===== config.mk =====
export PLATFORM = sky130hd
export DESIGN_NAME = tlwcs_ram
export DESIGN_NICKNAME = d
export VERILOG_FILES = /design/src/rtl/core/two_level_weighted_cell_sampler_macros.svh /design/src/rtl/core/tlwcs_ram.sv
export SDC_FILE = /design/constraint.sdc
export NUM_CORES = 2
export LEC_CHECK = 0
export BUFFER_PORTS_ARGS = -buffer_cell sky130_fd_sc_hd__buf_2
export CAP_MARGIN = 20
export CORE_ASPECT_RATIO = 2
export CORE_MARGIN = 8
export CORE_UTILIZATION = 50
export DETAILED_ROUTE_END_ITERATION = 8
export GPL_TIMING_DRIVEN = 0
export PLACE_DENSITY = 0.66
export SETUP_SLACK_MARGIN = 0.4
export SYNTH_ARGS = -nofsm -noshare
export SYNTH_HDL_FRONTEND = slang
export SYNTH_SLANG_ARGS = --single-unit

===== constraint.sdc =====
create_clock -name clock -period 3.3 [get_ports clock]
set_input_delay 0.66 -clock clock [delete_from_list [all_inputs] [get_ports clock]]
set_output_delay 0.66 -clock clock [all_outputs]
set_load 0.005 [all_outputs]

===== src/rtl/core/two_level_weighted_cell_sampler_macros.svh =====
// assertion macros shared by the sampler rtl
// no dependencies; included by files that carry concurrent checks
`ifndef TWO_LEVEL_WEIGHTED_CELL_SAMPLER_MACROS_SVH
`define TWO_LEVEL_WEIGHTED_CELL_SAMPLER_MACROS_SVH

// same-cycle implication
`define TLWCS_ASSERT_IMP(lbl, clk, rst, ante, cons) \
   lbl: assert property (@(posedge clk) disable iff (rst) (ante) |-> (cons)) \
      else $error("tlwcs check failed");

// next-cycle implication
`define TLWCS_ASSERT_NXT(lbl, clk, rst, ante, cons) \
   lbl: assert property (@(posedge clk) disable iff (rst) (ante) |=> (cons)) \
      else $error("tlwcs check failed");

`endif


===== src/rtl/core/tlwcs_ram.sv =====
// generic single-port-write, single-port-read ram with registered read data
// no dependencies; holds the cell weights of the sampler
module tlwcs_ram #(
   parameter int DATA_BITS = 16,
   parameter int DEPTH     = 121
) (
   input  logic                     clock,
   input  logic                     wr_en,
   input  logic [$clog2(DEPTH)-1:0] wr_addr,
   input  logic [DATA_BITS-1:0]     wr_data,
   input  logic [$clog2(DEPTH)-1:0] rd_addr,
   output logic [DATA_BITS-1:0]     rd_data
);

   logic [DATA_BITS-1:0] mem_ff [DEPTH];
   logic [DATA_BITS-1:0] rd_data_ff;

   always_ff @(posedge clock) begin
      if (wr_en) begin
         mem_ff[wr_addr] <= wr_data;
      end
      rd_data_ff <= mem_ff[rd_addr];
   end

   assign rd_data = rd_data_ff;

endmodule


# Word level (Yosys, flattened, before mapping)
# Memory sizes are Yosys's and may differ from the RTL's. A register that Yosys moved wholly into a read port is not among the register bits.
# Index checks and enable logic that the tools add are counted.
# word_totals
reg_bits,0
mem_bits_rw,1936
input_bits,32
output_inout_bits,16
wordCells,3
memories,1
# op_classes
mux,2
# memory_table
memory,words,width,rd,rd_clocked_by_memory_dff,wr,line_no,rtl
mem_ff,121,16,1,1,1,tlwcs_ram.sv:15,logic [DATA_BITS-1:0] mem_ff [DEPTH];
# op_table
op,count
1-bit 2-to-1 mux,2

# Depth between registers and ports, before layout
# logic_depth
word_depth,2
ltp_mapped,12
depth_no_buf,6

# Worst setup path after synthesis
# Ideal clock, no wire load.
# synth_path
path_type,input to register
from,in wr_addr[6]
to,"mem mem_ff[88][0], enable pin"
arrival_time_ns,2.745
required_time_ns,2.870
setup_slack_ns,0.125
path_stages,4
n_path_buf,1
cell_sequence,nor2b_1 > clkbuf_1 > nand4_1 > nor4_1
# synth_rtl
element,line_no,rtl
"start, declared",tlwcs_ram.sv:9,"input logic [$clog2(DEPTH)-1:0] wr_addr,"
"end, declared",tlwcs_ram.sv:15,
# No word-level cell before the write port.

==> reports/results.ini <==
[outcome]
run_status = completed

[setup_path]
crit_path_max_fanout = 10
r2r_setup_slack_ns = 0.88
worst_r2r_path_depth = 5
worstSetupEndpointType = flip-flop
rr_endpoint = rd_data[6]
startpoint_type = input pin
worstSetupPathType = input pin to flip-flop
cp.required_ns = 4.00
worstPathArrival_ns = 3.78
r2r_start = mem_ff[7][6]

[synthesis]
yosys.area.top_type = edfxtp_1
synthCells = 3566
ys_seq_area_frac = 0.774
netlist.area_leader.share = 0.770
ys_types = 58
avgSynthCellArea_um2 = 21.2
ys_seq_elements = 1952
async_flop_share = 0
synthesis.nets = 3598
synth_area_leaders = edfxtp_1 (77%), mux4_2 (11%), mux2i_1 (2.9%)
syn_area_um2 = 75500
yosys_warnings = 0
synth_edf_count = 1936
ys.flop_type = edfxtp_1

[die]
rows = 201
design.core.area_um2 = 150000
ios = 48
die_y_um = 566
die_area_um2 = 164000
initial_utilization = 0.504
die_w_um = 291

[placement]
dp_slack_ns = -1.57
dp_hpwl_um = 169000
numPortBuffers = 41
gp_congestion = 1.01

[timing]
worstMarginPinSlew_ns = 1.25
finalSetupViolCount = 0
relSlewSlack = 0.164
final.min_clock_period_ns = 3.08
finalCritPeriodShare = 0.933
rsz0062_at_grt = true
fmax_mhz = 325
finalWorstSetupSlack_ns = 0.223
maxSlewViolCount = 0
whs_ns = 0.288
finalClockSkew_ns = 0.0550
hold_viol = 0

[route]
wl_per_cell_um = 40.5
avgViaCountPerCell = 6.72
drc = 0
num_vias = 40300
routed_wl_um = 243000
first_iter_violations = 5767
drt_pass1_iterations = 6
postRouteAntennaNets = 0

[clock_tree]
cts.sinks = 1952
cts-htree-levels = 4
tritoncts = done
cts_hold_buf = 0
clk_pin_slew_worst_paths_ns = 0.07
cts_root_buffer = clkbuf_16
cts_max_path_buffers = 4
clk_latency_ns = 0.83
cts_made_buffers = 167

[power]
power_mw = 50.2
p_leak_nw = 27.8
powerDensity_nw_per_um2 = 576
ir_worst_vdd_mv = 0.364

[grt]
grt_max_degree = 97
grt-ovfl-total = 0
grtUsageMet3 = 0.0550
grt_pass1_wl_um = 327000
grt_pass1_vias = 40100
top_usage_layer = met2
grt_usage = 0.292
grtUsageMet1 = 0.306
antenna_found_initial = 11
grt_use_met2 = 0.498

[job]
max_cap_viol_count = 0

[hold_path]
min_from = wr_data[0]
hold_class = input pin to flip-flop
holdPathEnd = mem_ff[120][0]
hold_depth = 1

[layout]
final_nets = 3972
final_cell_mix = edfxtp_1 (1936), mux4_2 (371), mux2i_1 (215)
fillCellCount = 10600
drive_above_1_share = 0.289
final_common_cell = edfxtp_1
area_delta_synth_final_pct = 15.6

## critical path: stages
cell	delay, ns
buf_2	0.32
buf_4	0.43
buf_1	0.57
mux4_2	0.41
mux2i_1	0.40
o21ai_0	0.28
buf_4	0.26
o311a_1	0.41
## synthesized netlist by cell type (all sizes together) (4+ instances only)
cell type and number:
o21ai 41, a22oi 91, and3 7, nand4 4, nand3 31, nor4 8, and2 16, buf 127
o22ai 22, a21oi 81, o221ai 9, mux2i 217, mux4 387, nand2b 13, dfxtp 16, nor2 143
nand2 132, nor2b 29, a211oi 41, a2111oi 7, a31oi 23, clkbuf 73, nor3 11, mux2 36
a221o 16, edfxtp 1936, a221oi 15
## routing by layer
layer | part of all wire | wire [um] | up-vias
met3 | 0.089 | 21700 | 890
met1 | 0.30 | 73200 | 21000
met5 | 0.000053 | 13 | -
met4 | 0.11 | 27900 | 2
li1 | - | - | 15600
met2 | 0.49 | 120000 | 2792
## area by class of cell
| cell class | instances | area, um2 | share of cell area |
|---|---|---|---|
| clock inverters | 90 | 831 | 0.00952 |
| inverters | 2 | 12.5 | 0.000143 |
| clock buffers | 201 | 4410 | 0.0505 |
| well taps | 1928 | 2410 | 0.0276 |
| diodes | 8 | 20.0 | 0.000229 |
| plain buffers | 200 | 1500 | 0.0171 |
| flip-flops and latches | 1952 | 58500 | 0.670 |
| multi-input cells | 1412 | 16400 | 0.188 |
| repair buffers | 205 | 3200 | 0.0367 |
## how the worst max path moves through the flow
stage                     startpoint       endpoint  depth (start not counted)
after global routing      rd_addr[1]    rd_data[11]                          7
final                     rd_addr[1]    rd_data[13]                          8
after CTS                 rd_addr[4]    rd_data[12]                          8
after floorplan           wr_addr[6]  mem_ff[81][0]                          4
after detailed placement  rd_addr[4]     rd_data[5]                          9
after global placement    rd_addr[4]     rd_data[3]                          9
## metrics by stage
step / setup TNS, ns / cells / util / instance area, um2
after floorplan: 0 / 3566 / - / 75500
after global placement: -1396.35 / 5535 / 0.521 / 78100
after detailed placement: -29.01 / 5696 / 0.544 / 81500
after CTS: 0 / 5989 / 0.581 / 87100
after global routing: 0 / 5991 / 0.582 / 87200
final: 0 / 5998 / 0.582 / 87300
## cell families (layout without fill, tap and decap cells)
family,count (synthesis),after routing,synth area share
simple gates,402,402,0.0237
flops,1952,1952,0.774
other cells,0,8,0
buf+inv,202,698,0.0180
mux,640,640,0.150
compound gates,370,370,0.0336
## state kept, by name, indices dropped and copies added (netlist names)
| signal | cells |
|---|---|
| rd_data | 16 |
| mem_ff | 1936 |
## where the power goes
part	switching, mW	leakage (nW)	internal (mW)
clock	8.88	2.58	10.7
sequential	0.0273	17.5	27.3
combinational	2.23	7.70	1.04
## repair_timing
| item | in CTS | in global routing |
|---|---|---|
| pin swaps | 3 | 1 |
| endpoints found under the setup margin | 16 | 16 |
| buffers inserted | 2 | 0 |
| gates resized for setup | 110 | 36 |
No activity file was read; power rests on OpenSTA's default activity.
