`config.mk`:
```
export PLATFORM = sky130hd
export DESIGN_NAME = tlwcs_alu
export DESIGN_NICKNAME = d
export VERILOG_FILES = /design/src/rtl/core/two_level_weighted_cell_sampler_macros.svh /design/src/rtl/core/tlwcs_pkg.sv /design/src/rtl/core/tlwcs_alu.sv
export SDC_FILE = /design/constraint.sdc
export NUM_CORES = 1
export LEC_CHECK = 0
export BUFFER_PORTS_ARGS = -buffer_cell sky130_fd_sc_hd__buf_2
export CELL_PAD_IN_SITES_DETAIL_PLACEMENT = 0
export CELL_PAD_IN_SITES_GLOBAL_PLACEMENT = 1
export CORE_MARGIN = 2
export CORE_UTILIZATION = 31
export DETAILED_ROUTE_END_ITERATION = 8
export GPL_ROUTABILITY_DRIVEN = 0
export MAX_ROUTING_LAYER = met4
export PLACE_DENSITY = 0.89
export SETUP_SLACK_MARGIN = 0.3
export SYNTH_ARGS = -nofsm -noshare
export SYNTH_HDL_FRONTEND = slang
export SYNTH_SLANG_ARGS = --single-unit
```
`constraint.sdc`:
```
create_clock -name vclk -period 2.5
set_input_delay 0.125 -clock vclk [all_inputs]
set_output_delay 0.125 -clock vclk [all_outputs]
set_load 0.05 [all_outputs]
```
`src/rtl/core/two_level_weighted_cell_sampler_macros.svh`:
```
// assertion macros shared by the sampler rtl
// no dependencies; included by files that carry concurrent checks
`ifndef TWO_LEVEL_WEIGHTED_CELL_SAMPLER_MACROS_SVH
`define TWO_LEVEL_WEIGHTED_CELL_SAMPLER_MACROS_SVH

// same-cycle implication
`define TLWCS_ASSERT_IMP(lbl, clk, rst, ante, cons) \
   lbl: assert property (@(posedge clk) disable iff (rst) (ante) |-> (cons)) \
      else $error("tlwcs check failed");

// next-cycle implication
`define TLWCS_ASSERT_NXT(lbl, clk, rst, ante, cons) \
   lbl: assert property (@(posedge clk) disable iff (rst) (ante) |=> (cons)) \
      else $error("tlwcs check failed");

`endif

```
`src/rtl/core/tlwcs_pkg.sv`:
```
// shared types, sizes, opcodes and helpers for the weighted cell sampler
// no dependencies; imported by the top level and tlwcs_alu
package tlwcs_pkg;

   localparam int BOARD_SIZE    = 11;
   localparam int WEIGHT_BITS   = 16;
   localparam int ROW_SUM_BITS  = 20;
   localparam int TOTAL_BITS    = 24;
   localparam int COORD_BITS    = 4;
   localparam int FIELD_W_BITS  = 16;
   localparam int RAND_BITS     = 31;
   localparam int CELL_COUNT    = BOARD_SIZE * BOARD_SIZE;
   localparam int CELL_IDX_BITS = $clog2(CELL_COUNT);
   localparam int ROW_IDX_BITS  = $clog2(BOARD_SIZE);
   localparam int PROD_BITS     = RAND_BITS + TOTAL_BITS;
   localparam int STEP_BITS     = 3;

   localparam logic [COORD_BITS:0] BOARD_LIM = (COORD_BITS + 1)'(BOARD_SIZE);
   localparam logic [COORD_BITS:0] NBR_ONE   = (COORD_BITS + 1)'(1);

   localparam logic [1:0] OP_LOAD   = 2'd0;
   localparam logic [1:0] OP_CHANGE = 2'd1;
   localparam logic [1:0] OP_SAMPLE = 2'd2;

   // order of the read-modify-writes of a change
   localparam logic [STEP_BITS-1:0] STEP_UP_RIGHT  = 3'd0;
   localparam logic [STEP_BITS-1:0] STEP_RIGHT     = 3'd1;
   localparam logic [STEP_BITS-1:0] STEP_DOWN      = 3'd2;
   localparam logic [STEP_BITS-1:0] STEP_DOWN_LEFT = 3'd3;
   localparam logic [STEP_BITS-1:0] STEP_LEFT      = 3'd4;
   localparam logic [STEP_BITS-1:0] STEP_UP        = 3'd5;
   localparam logic [STEP_BITS-1:0] STEP_CENTER    = 3'd6;

   typedef struct packed {
      logic [1:0]              opcode;
      logic [COORD_BITS-1:0]   cell_row;
      logic [COORD_BITS-1:0]   cell_col;
      logic [FIELD_W_BITS-1:0] load_weight;
      logic [FIELD_W_BITS-1:0] w_up_right;
      logic [FIELD_W_BITS-1:0] w_right;
      logic [FIELD_W_BITS-1:0] w_down;
      logic [FIELD_W_BITS-1:0] w_down_left;
      logic [FIELD_W_BITS-1:0] w_left;
      logic [FIELD_W_BITS-1:0] w_up;
      logic [RAND_BITS-1:0]    random_word;
   } req_type;

   typedef struct packed {
      logic [COORD_BITS-1:0] picked_row;
      logic [COORD_BITS-1:0] picked_col;
      logic                  hit;
   } rsp_type;

   // shared unit computes a + b - c; neg is the borrow when b is zero
   typedef struct packed {
      logic [TOTAL_BITS-1:0] a;
      logic [TOTAL_BITS-1:0] b;
      logic [TOTAL_BITS-1:0] c;
   } alu_req_type;

   typedef struct packed {
      logic [TOTAL_BITS-1:0] res;
      logic                  neg;
   } alu_rsp_type;

   function automatic logic [CELL_IDX_BITS-1:0] cell_index(
      input logic [COORD_BITS:0] r,
      input logic [COORD_BITS:0] c
   );
      return CELL_IDX_BITS'(r) * CELL_IDX_BITS'(BOARD_SIZE) + CELL_IDX_BITS'(c);
   endfunction

endpackage

```
`src/rtl/core/tlwcs_alu.sv`:
```
// shared add/subtract/compare unit of the sampler sequencer
// depends on tlwcs_pkg
module tlwcs_alu import tlwcs_pkg::*; (
   input  alu_req_type alu_req,
   output alu_rsp_type alu_rsp
);

   logic [TOTAL_BITS:0] sum;

   assign sum = {1'b0, alu_req.a} + {1'b0, alu_req.b} - {1'b0, alu_req.c};

   assign alu_rsp.res = sum[TOTAL_BITS-1:0];
   assign alu_rsp.neg = sum[TOTAL_BITS];

endmodule
```
### Word-level counts from Yosys, hierarchy flattened

Index checks and enable logic that the tools add are counted.

| cells by class | value |
|---|---|
| add/subtract/negate cells | 2 |

Operators by type and width:

| cell | number |
|---|---|
| adder 24 x 24 -> 25 bit | 1 |
| subtractor 25 x 24 -> 25 bit | 1 |

| word-level totals | value |
|---|---|
| output and inout port bits | 25 |
| bits in registers | 0 |
| logic and storage cells | 2 |
| input port bits | 72 |

### Longest topological paths before layout

| depth | value |
|---|---|
| depth in word-level cells | 2 |
| depth in mapped cells | 12 |

### Worst setup path after synthesis

No wires, ideal clock.

| timing path | value |
|---|---|
| path kind | in2out |
| start | input port alu_req[26] in the netlist's numbering |
| end | output port alu_rsp[0] in the netlist's numbering |
| path slack | -0.831 ns |
| stages on the path | 10 |
| buffers on the path | 0 |
| data arrival time | 3.206 ns |
| cells stage by stage | inv_1 -> fa_1 -> inv_1 -> ha_1 -> nor2b_1 -> o31ai_1 -> a31oi_1 -> a41oi_1 -> nor2_1 -> a211oi_1 |

RTL lines:

| what | RTL line | source |
|---|---|---|
| from (decl) | tlwcs_alu.sv:4 | `input alu_req_type alu_req,` |
| to (decl) | tlwcs_alu.sv:5 | `output alu_rsp_type alu_rsp` |

==> results.toml <==
[timing]
hold_violations = 0
slew_headroom = 0.7338
timing.final.ws_setup_ns = -0.1789
max_clock_freq_mhz = 373.3
holdWs_ns = 0.7095
worstMarginPinSlew_ns = 0.3951
finalSetupViolCount = 13
slew_viol_final = 0
min_period_over_period = 1.072
rsz0062_at_grt = "true"
min_period_ns = 2.679
tns_ns = -0.9775

[synth]
yosys_warnings = 0
syn_nets = 425
synth.area.top_cells = "fa_1, inv_1, ha_1, xnor2_1, a21oi_1"
netlist.area_leader.share = 0.2229
avgSynthCellArea_um2 = 7.092
synth_cell_types = 44
synth.largest_area_cell = "fa_1"
ys_seq_area_frac = 0
syn_area_um2 = 2156
syn_inst = 304

[die]
die_h_um = 87.39
core_area_um2 = 6756
die_area_um2 = 7637
ios = 97
die_w_um = 87.39
start_util = 0.3191
fp-row-count = 30

[finish]
antenna_cells = 0
most-common-layout-cells = "inv_1, buf_4, buf_2"
multi_input_area_um2 = 2670
instances_no_fill = 568
postLayoutCoreUtil = 0.6694
nNetsFinal = 611
design.seq.count = 0
syn_to_final_growth_pct = 109.8
num-fill-cells = 527
clock_buffers = 0
drive_gt1_frac = 0.6086
design_area_um2 = 4523
final_common_cell = "inv_1"
area.sequential_um2 = 0

[setup_path]
timing_worst_setup_path_type = "primary input to primary output"
crit_arrival_ns = 2.55
crit_fanout = 2
end_kind = "primary output"
required_ns = 2.38
cp-start-kind = "primary input"

[grt]
grt_start_max_net_pins = 11
antenna_found_initial = 0
grt_usage = 0.1868
grt_pass1_vias = 2747
grt-ovfl-total = 0
grt_pass1_wl_um = 11540

[outcome]
status = "finished with violations"
violations = "negative setup slack"

[detailed_routing]
drt_iter0_drc = 66
wire_per_inst_um = 12.61
vias = 2722
antenna_left = 0
wirelength_um = 7163
vias_per_cell = 4.792
dr.pass1.iters = 4
route.detailed.drc = 0

[placement]
place_inst = 547
hpwl_um = 5839
place_area_um2 = 3920
preCtsSetupSlack_ns = -0.3261
port_buffers = 97

[power]
power_density_nw_per_um2 = 750.3
vdd_ir_drop_max_mv = 0.7274
leakage_nw = 2.276
power_mw = 3.394

[min_path]
min_path_type = "primary input to primary output"

[run]
cap_violations = 0
-- worst paths after layout --
kind,startpoint,to,slack [ns],depth (start not counted)
setup / recovery,alu_req[49],alu_rsp[24],-0.18,14
hold / removal,alu_req[24],alu_rsp[1],0.71,3
-- cell usage after synthesis (3+ instances only) --
library cell and number:
a21o_1 5, a21oi_1 21, a31oi_1 5, fa_1 24, ha_1 25, inv_1 97, nand2_1 18, nand3_1 7
nand4_1 3, nor2_1 20, nor3_1 4, o21a_1 6, o21ai_0 12, xnor2_1 14, xor2_1 6
-- routing by layer --
metal | up-vias | track usage | part of all wire | wire length (µm)
li1 | 1332 | - | - | -
met1 | 1297 | 0.2157 | 0.39 | 2785
met2 | 85 | 0.3629 | 0.56 | 4026
met3 | 8 | 0.01137 | 0.038 | 275
met4 | 0 | 0.01818 | 0.010 | 75
met5 | - | - | 0 | 0
-- critical path, stage by stage --
cell,delay (ns)
buf_6,0.07
inv_2,0.03
fa_2,0.59
inv_2,0.06
ha_4,0.24
a211oi_4,0.23
o211ai_2,0.14
buf_4,0.16
buf_6,0.11
nand4b_1,0.10
nand3_2,0.14
a31oi_4,0.21
xnor2_2,0.15
buf_6,0.19
-- area by class of cell --
| cell class | instances | share of cell area |
|---|---|---|
| Inverter | 97 | 0.08271 |
| Multi-Input combinational cell | 205 | 0.5903 |
| Timing Repair Buffer | 186 | 0.3048 |
| Tap cell | 80 | 0.02213 |
-- where the power goes --
group          internal, mW  total [mW]  switching, mW  leakage [nW]
clock                     0           0              0             0
sequential                0           0              0             0
combinational          1.55        3.39           1.84          2.28
total                  1.55        3.39           1.84          2.28
-- logic make-up (layout without fill, tap and decap cells) --
| logic type | Yosys count | after routing | share of synthesized area |
|---|---|---|---|
| compound gates | 70 | 70 | 0.2281 |
| fa+ha+maj | 49 | 49 | 0.3680 |
| xor+xnor | 20 | 20 | 0.08125 |
| buf+inv | 99 | 283 | 0.1724 |
| mux | 1 | 1 | 0.004643 |
| simple gates | 65 | 65 | 0.1457 |
-- timing repair --
item | 4_1_cts | 5_1_grt
setup buffers | 13 | 8
gates resized for setup | 85 | 29
pin swaps | 49 | 20
hold buffers | 0 | 0
cloned | 0 | 0
endpoints found under the setup margin | 20 | 21
Power figures use the tool's default switching activity.
